===== config.mk =====
export PLATFORM = sky130hd
export DESIGN_NAME = lcsi_lru
export DESIGN_NICKNAME = d
export VERILOG_FILES = /design/src/sv/lcsi_lru.sv
export SDC_FILE = /design/constraint.sdc
export NUM_CORES = 1
export LEC_CHECK = 0
export ABC_AREA = 1
export ABC_CLOCK_PERIOD_IN_PS = 4600
export BUFFER_PORTS_ARGS = -buffer_cell sky130_fd_sc_hd__buf_2
export CAP_MARGIN = 10
export CORE_AREA = 3 3 240 242
export DETAILED_ROUTE_END_ITERATION = 8
export DIE_AREA = 0 0 243 245
export SLEW_MARGIN = 20
export SYNTH_ARGS = -nofsm -noshare
export SYNTH_HDL_FRONTEND = slang
export SYNTH_SLANG_ARGS = --single-unit

===== constraint.sdc =====
create_clock -name vclk -period 4.6
set_input_delay 0.69 -clock vclk [all_inputs]
set_output_delay 0.69 -clock vclk [all_outputs]
set_load 0.02 [all_outputs]

===== src/sv/lcsi_lru.sv =====
module lcsi_lru #(
    parameter int WAYS   = 8,
    parameter int RANK_W = 3
) (
    input  logic [WAYS-1:0][31:0]         i_tags,
    input  logic [WAYS-1:0]               i_valid,
    input  logic [WAYS-1:0][RANK_W-1:0]   i_rank,
    input  logic [31:0]                   i_block,
    input  logic [3:0]                    i_ways_in_use,
    output logic                          o_hit,
    output logic [WAYS-1:0][31:0]         o_tags,
    output logic [WAYS-1:0]               o_valid,
    output logic [WAYS-1:0][RANK_W-1:0]   o_rank
);

    logic [WAYS-1:0]   match;
    logic [WAYS-1:0]   hit_oh;
    logic [WAYS-1:0]   keep;
    logic [WAYS-1:0]   slot_oh;
    logic [RANK_W-1:0] hit_rank;
    logic [7:0]        lim;
    logic [7:0]        evict_rank;

    always_comb begin
        for (int w = 0; w < WAYS; w++) begin
            match[w] = i_valid[w] && (i_tags[w] == i_block);
        end
        // lowest matching way wins
        hit_oh = match & (~match + WAYS'(1));
        o_hit  = |match;

        hit_rank = '0;
        for (int w = 0; w < WAYS; w++) begin
            if (hit_oh[w]) begin
                hit_rank = hit_rank | i_rank[w];
            end
        end

        if (i_ways_in_use == 4'd0) begin
            lim = 8'd1;
        end else if (8'(i_ways_in_use) > 8'(WAYS)) begin
            lim = 8'(WAYS);
        end else begin
            lim = 8'(i_ways_in_use);
        end
        evict_rank = lim - 8'd1;

        // on a miss, drop every line at or past the oldest allowed rank
        for (int w = 0; w < WAYS; w++) begin
            keep[w] = i_valid[w] && (8'(i_rank[w]) < evict_rank);
        end
        slot_oh = ~keep & (keep + WAYS'(1));

        for (int w = 0; w < WAYS; w++) begin
            if (o_hit) begin
                o_valid[w] = i_valid[w];
                o_tags[w]  = i_tags[w];
                if (hit_oh[w]) begin
                    o_rank[w] = '0;
                end else if (i_valid[w] && i_rank[w] < hit_rank) begin
                    o_rank[w] = i_rank[w] + RANK_W'(1);
                end else begin
                    o_rank[w] = i_rank[w];
                end
            end else begin
                o_valid[w] = keep[w] | slot_oh[w];
                o_tags[w]  = slot_oh[w] ? i_block : i_tags[w];
                if (slot_oh[w]) begin
                    o_rank[w] = '0;
                end else if (keep[w]) begin
                    o_rank[w] = i_rank[w] + RANK_W'(1);
                end else begin
                    o_rank[w] = i_rank[w];
                end
            end
        end
    end

endmodule


==> Word-level counts from Yosys, hierarchy flattened <==
Cells that the tools add are included.
{ "op_classes": {"add_sub_neg": 11, "mul": 0, "div_mod_pow": 0, "order_cmp": 17, "n_eq_ne": 8, "shifts": 0, "muxes": 74, "bitwise_logic": 19, "n_reduce_logical": 26} }
{ "ops": {"columns": ["op", "count"], "rows": [
  ["32-bit two-way mux", 16],
  ["32-bit == test", 8],
  ["3-bit two-way mux", 48],
  ["3-bit by 8-bit less-than comparator with 1-bit output", 8],
  ["3-bit by 1-bit adder with 3-bit output (second input constant)", 8],
  ["1-bit logical AND", 24],
  ["3-bit less-than comparator", 8],
  ["3-bit bitwise OR", 7],
  ["8-bit by 1-bit adder with 8-bit output (second input constant)", 2],
  ["8-bit AND", 2],
  ["8-bit inverter", 2],
  ["1-bit two-way mux", 8],
  ["4-bit two-way mux", 2],
  ["1-bit bitwise OR", 8],
  ["8-bit OR reduction", 1],
  ["8-bit by 1-bit subtractor with 8-bit output (second input constant)", 1],
  ["4-bit > comparator (second input constant)", 1],
  ["4-bit zero test", 1]
]} }
{ "totals": {"regBits": 0, "latchBits": 0, "ramBits": 0, "mem_bits_ro": 0, "in_bits": 324, "out_inout_bits": 289, "wordCells": 155, "n_memories": 0} }

==> Longest topological paths before layout <==
{ "depth": {"depth_word": 25, "ltp_mapped": 25} }

==> Worst setup path after synthesis <==
No wires, ideal clock.
{ "synth_timing": {"path_kind": "input-to-output", "from": "input i_ways_in_use[0]", "to": "output o_tags[225] (netlist name)", "t_arrival_ps": 3626, "setup_slack_ps": 284, "cell_stages": 17, "path_buffers": 1, "cell_sequence": "nor3_1 o21ai_2 ha_1 xor2_1 ha_1 inv_1 o21bai_1 nand2_1 nand2_1 nor2_1 nand2_1 nor2_2 nand2_1 nor2_1 nand3_2 buf_2 o21ai_1"} }
{ "synth_rtl": {"columns": ["item", "line_no", "source"], "rows": [
  ["from (decl)", "9", "input logic [3:0] i_ways_in_use,"],
  ["to (decl)", "11", "output logic [WAYS-1:0][31:0] o_tags,"]
]} }

==> flow_summary.json <==
{
  "avgSynthCellArea_um2": 4.82,
  "outcome": "complete, but fails checks",
  "core_area_um2": 55300,
  "met3_length_um": 10500,
  "setup_viol": 1,
  "p_leak_nw": 12.0,
  "highest_layer": "met5",
  "num_vias": 22500,
  "die_area_um2": 59500,
  "violations": "setup timing",
  "timing.final.ws_setup_ps": -1.79,
  "grt_pass1_wl_um": 148000,
  "fin_crit_ps": 4600,
  "max_freq_ghz": 0.217,
  "setup_tns_ps": -1.79,
  "hold_buffers": 0,
  "path_delay_family": "simple AND/OR/NAND/NOR gates",
  "worst_path_most_repeated_cell": "buf_6",
  "grt_pass1_vias": 21100,
  "m1WireLength_um": 43700,
  "rsz0062_at_grt": "true",
  "ys_warn_count": 0,
  "preCtsSetupSlack_ps": -366,
  "critical_path_buf_inv_count": 7,
  "portBuffers": 613,
  "path_class": "in2out",
  "hold_depth": 4,
  "gr-total-overflow": 0,
  "critPathSlowestCell": "a211oi_4",
  "grt_max_degree": 53,
  "place_hpwl_um": 94200,
  "yosysUniqueCellTypes": 49,
  "place.gp.congestion": 1.05,
  "fp.dieH_um": 245,
  "hold_class": "in2out",
  "routed_via_density": 5.17,
  "drc": 0,
  "power.density_nw_per_um2": 127,
  "drive_above_1_share_pct": 40.5,
  "fin_nets": 3959,
  "hold-path-endpoint": "o_tags[116]",
  "report.final.hold_viol_count": 0,
  "fillers": 6328,
  "syn_nets": 2906,
  "cpPeakStageDelay_ps": 290,
  "fin_worst_hold_slack_ps": 1740,
  "netlist_instances": 2540,
  "initialDrtViolationCount": 2274,
  "antenna_found_initial": 12,
  "initial_core_util_pct": 22.1,
  "drv_slew": 0,
  "dp_cells": 4319,
  "p_total_mw": 2.77,
  "grt_usage_pct": 34.2,
  "placed_area_um2": 20100,
  "syn_area_um2": 12200,
  "syn_to_final_growth_pct": 78.6,
  "path_cells": "buf_2 -> clkinvlp_4 -> buf_12 -> nand2_4 -> o21ai_2 -> nor3_2 -> nand3_1 -> nor2_2 -> nand3_4 -> buf_6 -> nand2_4 -> nor2_4 -> and3_4 -> nand4_1 -> o22ai_2 -> nor2_4 -> buf_6 -> ha_4 -> a211oi_4 -> buf_6 -> nand3_2 -> nand3_2 -> nand2_2 -> buf_6",
  "final_core_util_pct": 39.5,
  "worst_slew_pin_slew_ps": 518,
  "wl_met2_um": 48800,
  "seqCellArea_um2": 0,
  "ir_drop_mv": 0.0806,
  "final_cell_area_um2": 21900,
  "wl_um": 109000,
  "fp.dieW_um": 243,
  "clock_buffers": 0,
  "end_kind": "output pin",
  "arrival_ps": 3910,
  "max-slew-margin-rel_pct": 65.0,
  "first_pass_iters": 6,
  "final_cells": 4345,
  "cap_violations": 0,
  "seq_cells": 0,
  "crit_path_start_kind": "input pin",
  "crit_fanout": 4,
  "holdCritStartpoint": "i_tags[116]",
  "fin_crit_sh_pct": 100,
  "critPathRequiredTime_ps": 3910,
  "ant_nets": 0,
  "multi_input_area_um2": 11500,
  "wire_per_inst_um": 25.2,
  "ys_seq_area_share_pct": 0,
  "top_level_ports": 613,
  "rows": 86
}
==> cell type report <==
class / instances / share of cell area, %
antenna: 6 / 0.0687
inverter: 309 / 5.62
multi-input combinational: 2117 / 52.5
tap: 748 / 4.28
timing repair buffer: 1165 / 37.5
==> synth_stat cells (3+ instances only) <==
library cell  instances  share of area, %
nand2_1             921                28
nor3b_1               7              0.43
o21ai_2              33               2.4
nor2_4                4              0.37
nand2_2               3              0.15
o21bai_1              4              0.25
nor4_1               37               1.9
a21oi_1              36               1.5
o21ai_0             158               6.5
o22ai_1              14              0.72
nand3_1             181               7.4
ha_1                 42               4.3
buf_4                13              0.80
nor3_1               47               1.9
or2_2                25               1.3
inv_1               287               8.8
nand4_1              92               4.7
nand3b_1             14              0.86
a211oi_1             10              0.61
o211ai_1              3              0.18
xnor2_1              73               5.2
buf_6                 6              0.55
nand3_2               5              0.41
inv_2                22              0.67
o21ai_1             104               4.3
and2_1                7              0.36
o2111ai_1            16               1.1
nor2_1              233               7.1
nor4b_1               3              0.21
clkbuf_1             14              0.43
buf_2                79               3.2
xor2_1               17               1.2
or2_1                10              0.51
==> cells by family after synthesis <==
family / synth area share [%]
simple gates: 56.6
buf+inv: 14.6
fa+ha+maj: 4.29
xor+xnor: 6.44
compound gates: 18.1
==> power by group <==
part           switching (mW)  leakage [nW]  internal (mW)   total [mW]
logic                    1.70          12.0           1.06         2.77
registers                   0             0              0            0
clock network               0     0.0000380    0.000000159  0.000000159
total                    1.70          12.0           1.06         2.77
==> worst max path at each step <==
| stage | startpoint | to | slack, ps | depth (start not counted) |
|---|---|---|---|---|
| after global routing | i_block[11] | o_rank[2] | -140 | 22 |
| after global placement | i_block[25] | o_rank[6] | -360 | 23 |
| after floorplan | i_ways_in_use[0] | o_tags[225] | 280 | 17 |
| final | i_block[7] | o_rank[23] | -2 | 24 |
| after CTS | i_block[12] | o_rank[8] | 2 | 20 |
| after detailed placement | i_block[25] | o_rank[21] | -370 | 23 |
==> repair_timing <==
action | 4_1_cts | 5_1_grt
setup endpoints to repair | 99 | 199
setup buffers | 14 | 13
pin swaps | 38 | 92
cloned | 0 | 2
resized for setup | 144 | 243
==> cells in the final DEF (no fill, tap or decap), types with 28 or more instances in the layout <==
master,netlist,layout
nand2_1,921,861
buf_2,79,568
buf_4,13,478
inv_1,287,271
nor2_1,233,218
nand3_1,181,154
o21ai_0,158,150
o21ai_1,104,107
nand4_1,92,92
buf_6,6,61
xnor2_1,73,59
nand2_2,3,52
buf_12,0,42
nor3_1,47,37
o21ai_2,33,37
a21oi_1,36,34
ha_1,42,30
nand3_2,5,28
==> metal layers <==
layer / up-vias / GRT usage (%)
li1: 10400 / -
met2: 1423 / 57.2
met3: 280 / 5.86
met5: - / 0
met1: 10400 / 43.1
met4: 8 / 15.5
(Power assumes the default switching activity.)
