## config.mk

```make
export PLATFORM = sky130hd
export DESIGN_NAME = lcsi_index
export DESIGN_NICKNAME = d
export VERILOG_FILES = /design/src/sv/lcsi_pkg.sv /design/src/sv/lcsi_index.sv
export SDC_FILE = /design/constraint.sdc
export NUM_CORES = 1
export LEC_CHECK = 0
export BUFFER_PORTS_ARGS = -buffer_cell sky130_fd_sc_hd__buf_2
export CORE_MARGIN = 2
export CORE_UTILIZATION = 56
export CTS_CLUSTER_SIZE = 20
export DETAILED_ROUTE_END_ITERATION = 10
export PLACE_DENSITY = 0.79
export SYNTH_ARGS = -nofsm -noshare
export SYNTH_HDL_FRONTEND = slang
export SYNTH_SLANG_ARGS = --single-unit
```

## constraint.sdc

```tcl
create_clock -name i_clk -period 10.21 [get_ports i_clk]
set_input_delay 0.5105 -clock i_clk [delete_from_list [all_inputs] [get_ports i_clk]]
set_output_delay 0.5105 -clock i_clk [all_outputs]
set_load 0.005 [all_outputs]
```

## src/sv/lcsi_pkg.sv

```systemverilog
package lcsi_pkg;

    localparam int ADDR_W     = 32;
    localparam int TAG_W      = 32;
    localparam int CFG_IDX_W  = 2;
    localparam int CFG_DATA_W = 32;
    localparam int OUT_SET_W  = 8;
    localparam int CNT_W      = 32;
    localparam int IN_TDATA_W  = 32;
    localparam int OUT_TDATA_W = 80;

    typedef enum logic [CFG_IDX_W-1:0] {
        CFG_OFFSET_BITS = 2'd0,
        CFG_INDEX_MASK  = 2'd1,
        CFG_WAYS_IN_USE = 2'd2
    } t_cfg_idx;

    typedef struct packed {
        logic [4:0]  offset_bits;
        logic [31:0] index_mask;
        logic [3:0]  ways_in_use;
    } t_cfg;

    localparam t_cfg CFG_RESET = '{
        offset_bits: 5'd2,
        index_mask:  32'd1020,
        ways_in_use: 4'd8
    };

    typedef enum logic [1:0] {
        S_CLR,
        S_IDLE,
        S_IDX,
        S_UPD
    } t_state;

endpackage

```

## src/sv/lcsi_index.sv

```systemverilog
module lcsi_index #(
    parameter int ADDR_SIZE = 32,
    parameter int SETS      = 256,
    parameter int SET_W     = 8
) (
    input  logic                 i_clk,
    input  logic                 i_rst_n,
    input  logic                 i_start,
    input  logic [31:0]          i_addr,
    input  lcsi_pkg::t_cfg       i_cfg,
    output logic                 o_done,
    output logic [SET_W-1:0]     o_set
);

    localparam logic [31:0] AMASK = (ADDR_SIZE >= 32) ? 32'hFFFF_FFFF
                                  : 32'((64'd1 << ADDR_SIZE) - 64'd1);
    localparam bit POW2 = ((SETS & (SETS - 1)) == 0);
    localparam int NSTEP = POW2 ? 0 : 4;
    localparam logic [SET_W-1:0] SET_MASK = SET_W'(SETS - 1);
    localparam logic [SET_W:0]   SETS_X   = (SET_W + 1)'(SETS);

    logic [31:0]      em;
    logic [5:0]       pos [32];
    logic [31:0]      gathered;
    logic [SET_W-1:0] n_rem;
    logic [SET_W:0]   rem_t;

    logic [31:0]      r_acc;
    logic [SET_W-1:0] r_rem;
    logic [2:0]       r_cnt;
    logic             r_busy;

    // bit k lands at the count of selected bits below it
    always_comb begin
        em = i_cfg.index_mask & AMASK & (32'hFFFF_FFFF << i_cfg.offset_bits);
        for (int k = 0; k < 32; k++) begin
            pos[k] = 6'($countones(em & ((32'd1 << k) - 32'd1)));
        end
        gathered = '0;
        for (int j = 0; j < 32; j++) begin
            for (int k = 0; k < 32; k++) begin
                if (em[k] && i_addr[k] && pos[k] == 6'(j)) begin
                    gathered[j] = 1'b1;
                end
            end
        end
    end

    // remainder mod sets, eight gathered bits per cycle from the top
    always_comb begin
        n_rem = r_rem;
        rem_t = '0;
        for (int b = 7; b >= 0; b--) begin
            rem_t = {n_rem, r_acc[24 + b]};
            if (rem_t >= SETS_X) begin
                rem_t = rem_t - SETS_X;
            end
            n_rem = rem_t[SET_W-1:0];
        end
    end

    always_ff @(posedge i_clk) begin
        if (!i_rst_n) begin
            r_busy <= 1'b0;
            r_cnt  <= '0;
        end else if (i_start) begin
            r_busy <= 1'b1;
            r_cnt  <= '0;
        end else if (r_busy) begin
            if (r_cnt == 3'(NSTEP)) begin
                r_busy <= 1'b0;
            end else begin
                r_cnt <= r_cnt + 3'd1;
            end
        end
    end

    always_ff @(posedge i_clk) begin
        if (i_start) begin
            r_acc <= gathered;
            r_rem <= '0;
        end else if (r_busy && r_cnt != 3'(NSTEP)) begin
            r_acc <= r_acc << 8;
            r_rem <= n_rem;
        end
    end

    assign o_done = r_busy && (r_cnt == 3'(NSTEP));
    assign o_set  = POW2 ? (r_acc[SET_W-1:0] & SET_MASK) : r_rem;

endmodule

```

# Word-level counts from Yosys, hierarchy flattened
# Index checks and enable logic that the tools add are counted.
dict set report classes {
  n_eq_ne 210
  muxes 248
  n_bitwise 3
  n_reduce_logical 312
  shifts 1
  addsub 76
}
# op n
set ops {}
lappend ops {{== test 6 x 3 -> 1 bit (second input constant)} 104}
lappend ops {{== test 6 x 2 -> 1 bit (second input constant)} 52}
lappend ops {{logical AND 1 bit} 276}
lappend ops {{2-to-1 mux 1 bit} 246}
lappend ops {{logical NOT 6 bit} 31}
lappend ops {{== test 6 x 1 -> 1 bit (second input constant)} 26}
lappend ops {{adder 6 bit} 21}
lappend ops {{AND 32 bit} 1}
lappend ops {{<< shifter 32 x 5 -> 32 bit (first input constant)} 1}
lappend ops {{adder 1 x 1 -> 2 bit} 15}
lappend ops {{adder 6 x 1 -> 6 bit} 4}
lappend ops {{adder 2 x 1 -> 3 bit} 7}
lappend ops {{adder 2 x 2 -> 3 bit} 7}
lappend ops {{== test 5 x 3 -> 1 bit (second input constant)} 4}
lappend ops {{adder 4 x 6 -> 6 bit} 3}
lappend ops {{adder 3 x 3 -> 4 bit} 4}
lappend ops {{== test 4 x 3 -> 1 bit (second input constant)} 4}
lappend ops {{2-to-1 mux 8 bit} 2}
lappend ops {{adder 3 x 1 -> 4 bit} 3}
lappend ops {{adder 3 x 2 -> 4 bit} 3}
lappend ops {{adder 3 x 6 -> 6 bit} 2}
lappend ops {{== test 2 x 3 -> 1 bit (second input constant)} 4}
lappend ops {{== test 3 bit (second input constant)} 4}
lappend ops {{adder 4 x 4 -> 5 bit} 2}
lappend ops {{19 further kinds} 24}
dict set report word_totals {
  out_inout_bits 9
  regBits 12
  wordCells 853
}

# Logic depth before layout (Yosys ltp)
dict set report depth {
  ltp_word 36
  ltp_mapped 33
  mapped_depth_nobuf 29
}

# Least setup slack after synthesis
# No wires, ideal clock.
dict set report synth_path {
  path_type {input -> register}
  from {in i_cfg[39] in the netlist's numbering}
  to {reg r_acc[7] (data pin)}
  t_arrival_ns 9.402
  path_stages 29
  setup_time_ns 0.259
  path_slack_ns 0.549
  path_buffers 3
  cell_sequence {clkbuf_1 > clkbuf_1 > or3_1 > nor2_1 > and2_1 > inv_1 > ha_1 > fa_1 > fa_1 > buf_2 > xnor2_1 > ha_1 > inv_1 > fa_1 > fa_1 > xnor2_1 > inv_1 > fa_1 > inv_1 > ha_1 > fa_1 > nand3_1 > a21boi_0 > o221ai_1 > nor3_1 > a2111oi_0 > o2111ai_1 > or3_1 > o31a_1}
}
dict set report synth_via {
  elab_chain_len 36
}
# item line
set synth_rtl {}
lappend synth_rtl {{start, declared} lcsi_index.sv:10} ;# input lcsi_pkg::t_cfg i_cfg,
lappend synth_rtl {{<< shifter 32 x 5 -> 32 bit *} lcsi_index.sv:35} ;# em = i_cfg.index_mask & AMASK & (32'hFFFF_FFFF << i_cfg.offset_bits);
lappend synth_rtl {{AND 32 bit *} lcsi_index.sv:35}
lappend synth_rtl {{branches (longest 32 deep; another with adder 6 x 1 -> 6 bit)} n/a}
lappend synth_rtl {{2-to-1 mux 1 bit *} lcsi_index.sv:42} ;# if (em[k] && i_addr[k] && pos[k] == 6'(j)) begin
lappend synth_rtl {{2-to-1 mux 8 bit *} lcsi_index.sv:79} ;# if (i_start) begin
lappend synth_rtl {{end signal, assigned} lcsi_index.sv:80} ;# r_acc <= gathered;
lappend synth_rtl {{end signal, assigned} lcsi_index.sv:83} ;# r_acc <= r_acc << 8;
lappend synth_rtl {{end, declared} lcsi_index.sv:28} ;# logic [31:0] r_acc;
# Every way passes the cells marked *.
# A chain may end at the register's enable or synchronous reset.

# Final worst setup path
# Same ends and word-level chain as after synthesis.

==> results.md <==
* Max Freq at 103.6 MHz
* Post-synthesis cell count at 1163
* Top-area cell type share of the netlist area at 18.71%
* Crit path arrival time at 9.64 ns
* Post-synth cell types at 83
* PostCTS Resize Cnt at 0
* Core Region at 0.01589 mm²
* Die Wd at 131.4 µm
* R2R setup slack at 8.40 ns
* Area leader, netlist: ha_1
* Vias in the first global route at 9008
* CP Launch Point: i_cfg[39]
* Hold buffers post-CTS at 0
* Critical path required time at 10.20 ns
* Placed wire-length estimate at 26.71 mm
* Clock Skew at 0.0007993 ns
* Synth Warn # at 0
* Clock root buffer: clkbuf_16
* Setup repair bufs after CTS at 0
* CTS tree: yes
* Drt initial violations at 1096
* Max-cap check violation count at 0
* Rel. slew slack at 25.70%
* Final min period at 9.650 ns
* First-pass GRT wire length at 48.82 mm
* Reg2reg start: r_cnt[0]
* Fin cells at 1454
* Worst reg2reg path endpoint: r_busy
* Diode count at 0
* Hold Path Origin: i_rst_n
* Clk_lat worst skew at 0.24 ns
* # rows at 46
* EDFF count, synth at 8
* CP Class: in -> reg
* Starting density of the core at 57.25%
* Status: finished clean
* Fin worst setup slack at 0.5602 ns
* Crit end category: flip-flop
* R2r worst-path depth at 6
* DIE AREA at 0.01728 mm²
* Power Dens Cells at 244.5 mW/mm²
* Die height at 131.4 µm
* Synthesized Nets at 1444
* HP Class: in -> reg
* Most common cell in the netlist: ha_1
* DRC Markers at 0
* Gr usage total at 35.51%
* CP max FO at 20
* Hold EP: r_busy
* #FFs+latches synth at 12
* Fin crit share at 94.51%
* Syn avg cell area at 7.820 µm²
* Initial antenna violation count at 1
* Routed Antenna Nets at 0
* Ys async rst share at 0%
* Maximum vdd drop at 0.3019 mV
* Via count at 9653
* Pleak at 4.643 nW
* Top FF cell, synth: edfxtp_1
* Wire per inst at 21.67 µm
* Global route overflow at 0
* Synthesized area at 0.009095 mm²
* Setup TNS at 0 ns
* Io pins at 85
* Worst slew pin tran at 1.103 ns
* Clock transition at path regs at 0.04 ns
* Util after Layout at 61.98%
* Fillers at 1503
* Area contributors post-synth: ha_1 19%, fa_1 15%, inv_1 4.6%
* Largest net degree at the start of global routing at 22
* Pre-antenna DRT Iters at 7
* Clk buf depth at 2
* Area grow syn2layout at 8.254%
* Num CTS Buffers at 3
* Vias per cell at 6.639
* Final Max Slew Viols at 0
* Place WS at 0.5982 ns
* Crit path launch type: primary input
* WL final at 31.52 mm
* Final setup fails at 0
* H-tree depth at 1
* RSZ-0062 raised after global routing: false
* Proportion of layout cells with a drive suffix above 1 at 10.26%
* Synth top cells by count: 136 x ha_1, 111 x inv_1, 91 x nand2_1
* Layout Nets at 1520
* Clk sinks at 12
* Routability cong. at 1.050
* Post-synthesis sequential area ratio at 3.522%
* Port-buffer cells at 80
* Placed cells at 1450
* Final hold vios at 0
* Worst hold path depth at 2
-- state kept, by name, indices dropped and copies added (netlist names) --
name and flops:
r_acc 8, r_busy 1, r_cnt 3
-- metal layers --
layer  up-vias  GRT usage, %  part of all wire (%)
li1       4506             -                     -
met1      4550         48.40                    42
met4         2         13.10                   4.1
met5         -             0                 0.035
met2       519         57.88                    45
met3        76         4.205                   9.1
-- layout by cell type, fill, tap and decap left out, types with 12 or more instances in the layout --
cell        n
nor2b_1    26
nor3_1     48
buf_2      80
or3_1      32
nand3_1    60
xnor2_1    29
nand4b_1   12
ha_1      136
nand4_1    29
fa_1       69
nor4_1     28
inv_1     111
and2_1     17
o21ai_0    25
and3_1     21
a21o_1     18
nand2_1    91
nor2_1     61
nand2b_1   21
nor3b_1    19
a21oi_1    45
-- logic make-up (layout without fill, tap and decap cells) --
group	Yosys count	after routing	share of synthesized area, %
AOI/OAI and AO/OA	219	219	17.40
xor gates and xnor gates	42	42	4.278
adders and majority gates	205	205	33.90
buffers and inverters	133	208	5.599
DFF	12	12	3.522
muxes	18	18	2.077
and+or+nand+nor	534	534	33.22
-- worst max-delay path: stages --
cell	delay (ns)
buf_2	0.22
or3_1	0.43
nor2_1	0.09
and2_1	0.18
inv_1	0.06
ha_1	0.32
fa_1	0.54
fa_1	0.80
xnor2_1	0.15
ha_1	0.28
o21ai_1	0.45
nand2_1	0.33
inv_1	0.25
ha_1	0.37
ha_1	0.50
o22ai_1	0.22
xnor2_2	0.42
ha_1	0.39
ha_1	0.33
ha_1	0.35
a21oi_1	0.18
a21oi_1	0.09
o221ai_1	0.47
nor3_1	0.10
a2111oi_0	0.55
o2111ai_1	0.33
or3_1	0.42
o31a_1	0.28
-- worst max-delay path by stage --
stage,endpoint,slack [ns]
after global routing,r_acc[7],0.09
after CTS,r_acc[7],0.83
after global placement,r_acc[7],0.75
final,r_acc[7],0.56
after floorplan,r_acc[7],0.55
after detailed placement,r_acc[7],0.60
-- metrics by stage --
step	hold WS (ns)	cell area [µm²]	power, mW
3_5_place_dp	0.5375	9767	2.252
4_1_cts	0.5007	9846	2.339
2_1_floorplan	0.4905	9095	1.662
6_report	0.5029	9846	2.407
5_1_grt	0.5083	9846	2.610
3_3_place_gp	0.5126	9767	2.206
-- cell type report --
type | instances | area, µm² | share of cell area [%]
clock buffer | 3 | 75.07 | 0.7625
tap | 216 | 270.3 | 2.745
multi-input combinational | 1018 | 8273 | 84.03
sequential | 12 | 320.3 | 3.253
timing repair buffer | 90 | 475.5 | 4.829
clock inverter | 1 | 3.754 | 0.03812
inverter | 114 | 427.9 | 4.346
-- power breakdown --
group          leakage [nW]  switching (mW)  internal, mW
logic                  4.49            1.38         0.871
registers             0.114         0.00262        0.0785
clock network        0.0385          0.0196        0.0514
Note: power is estimated with default switching activity, not from simulation.
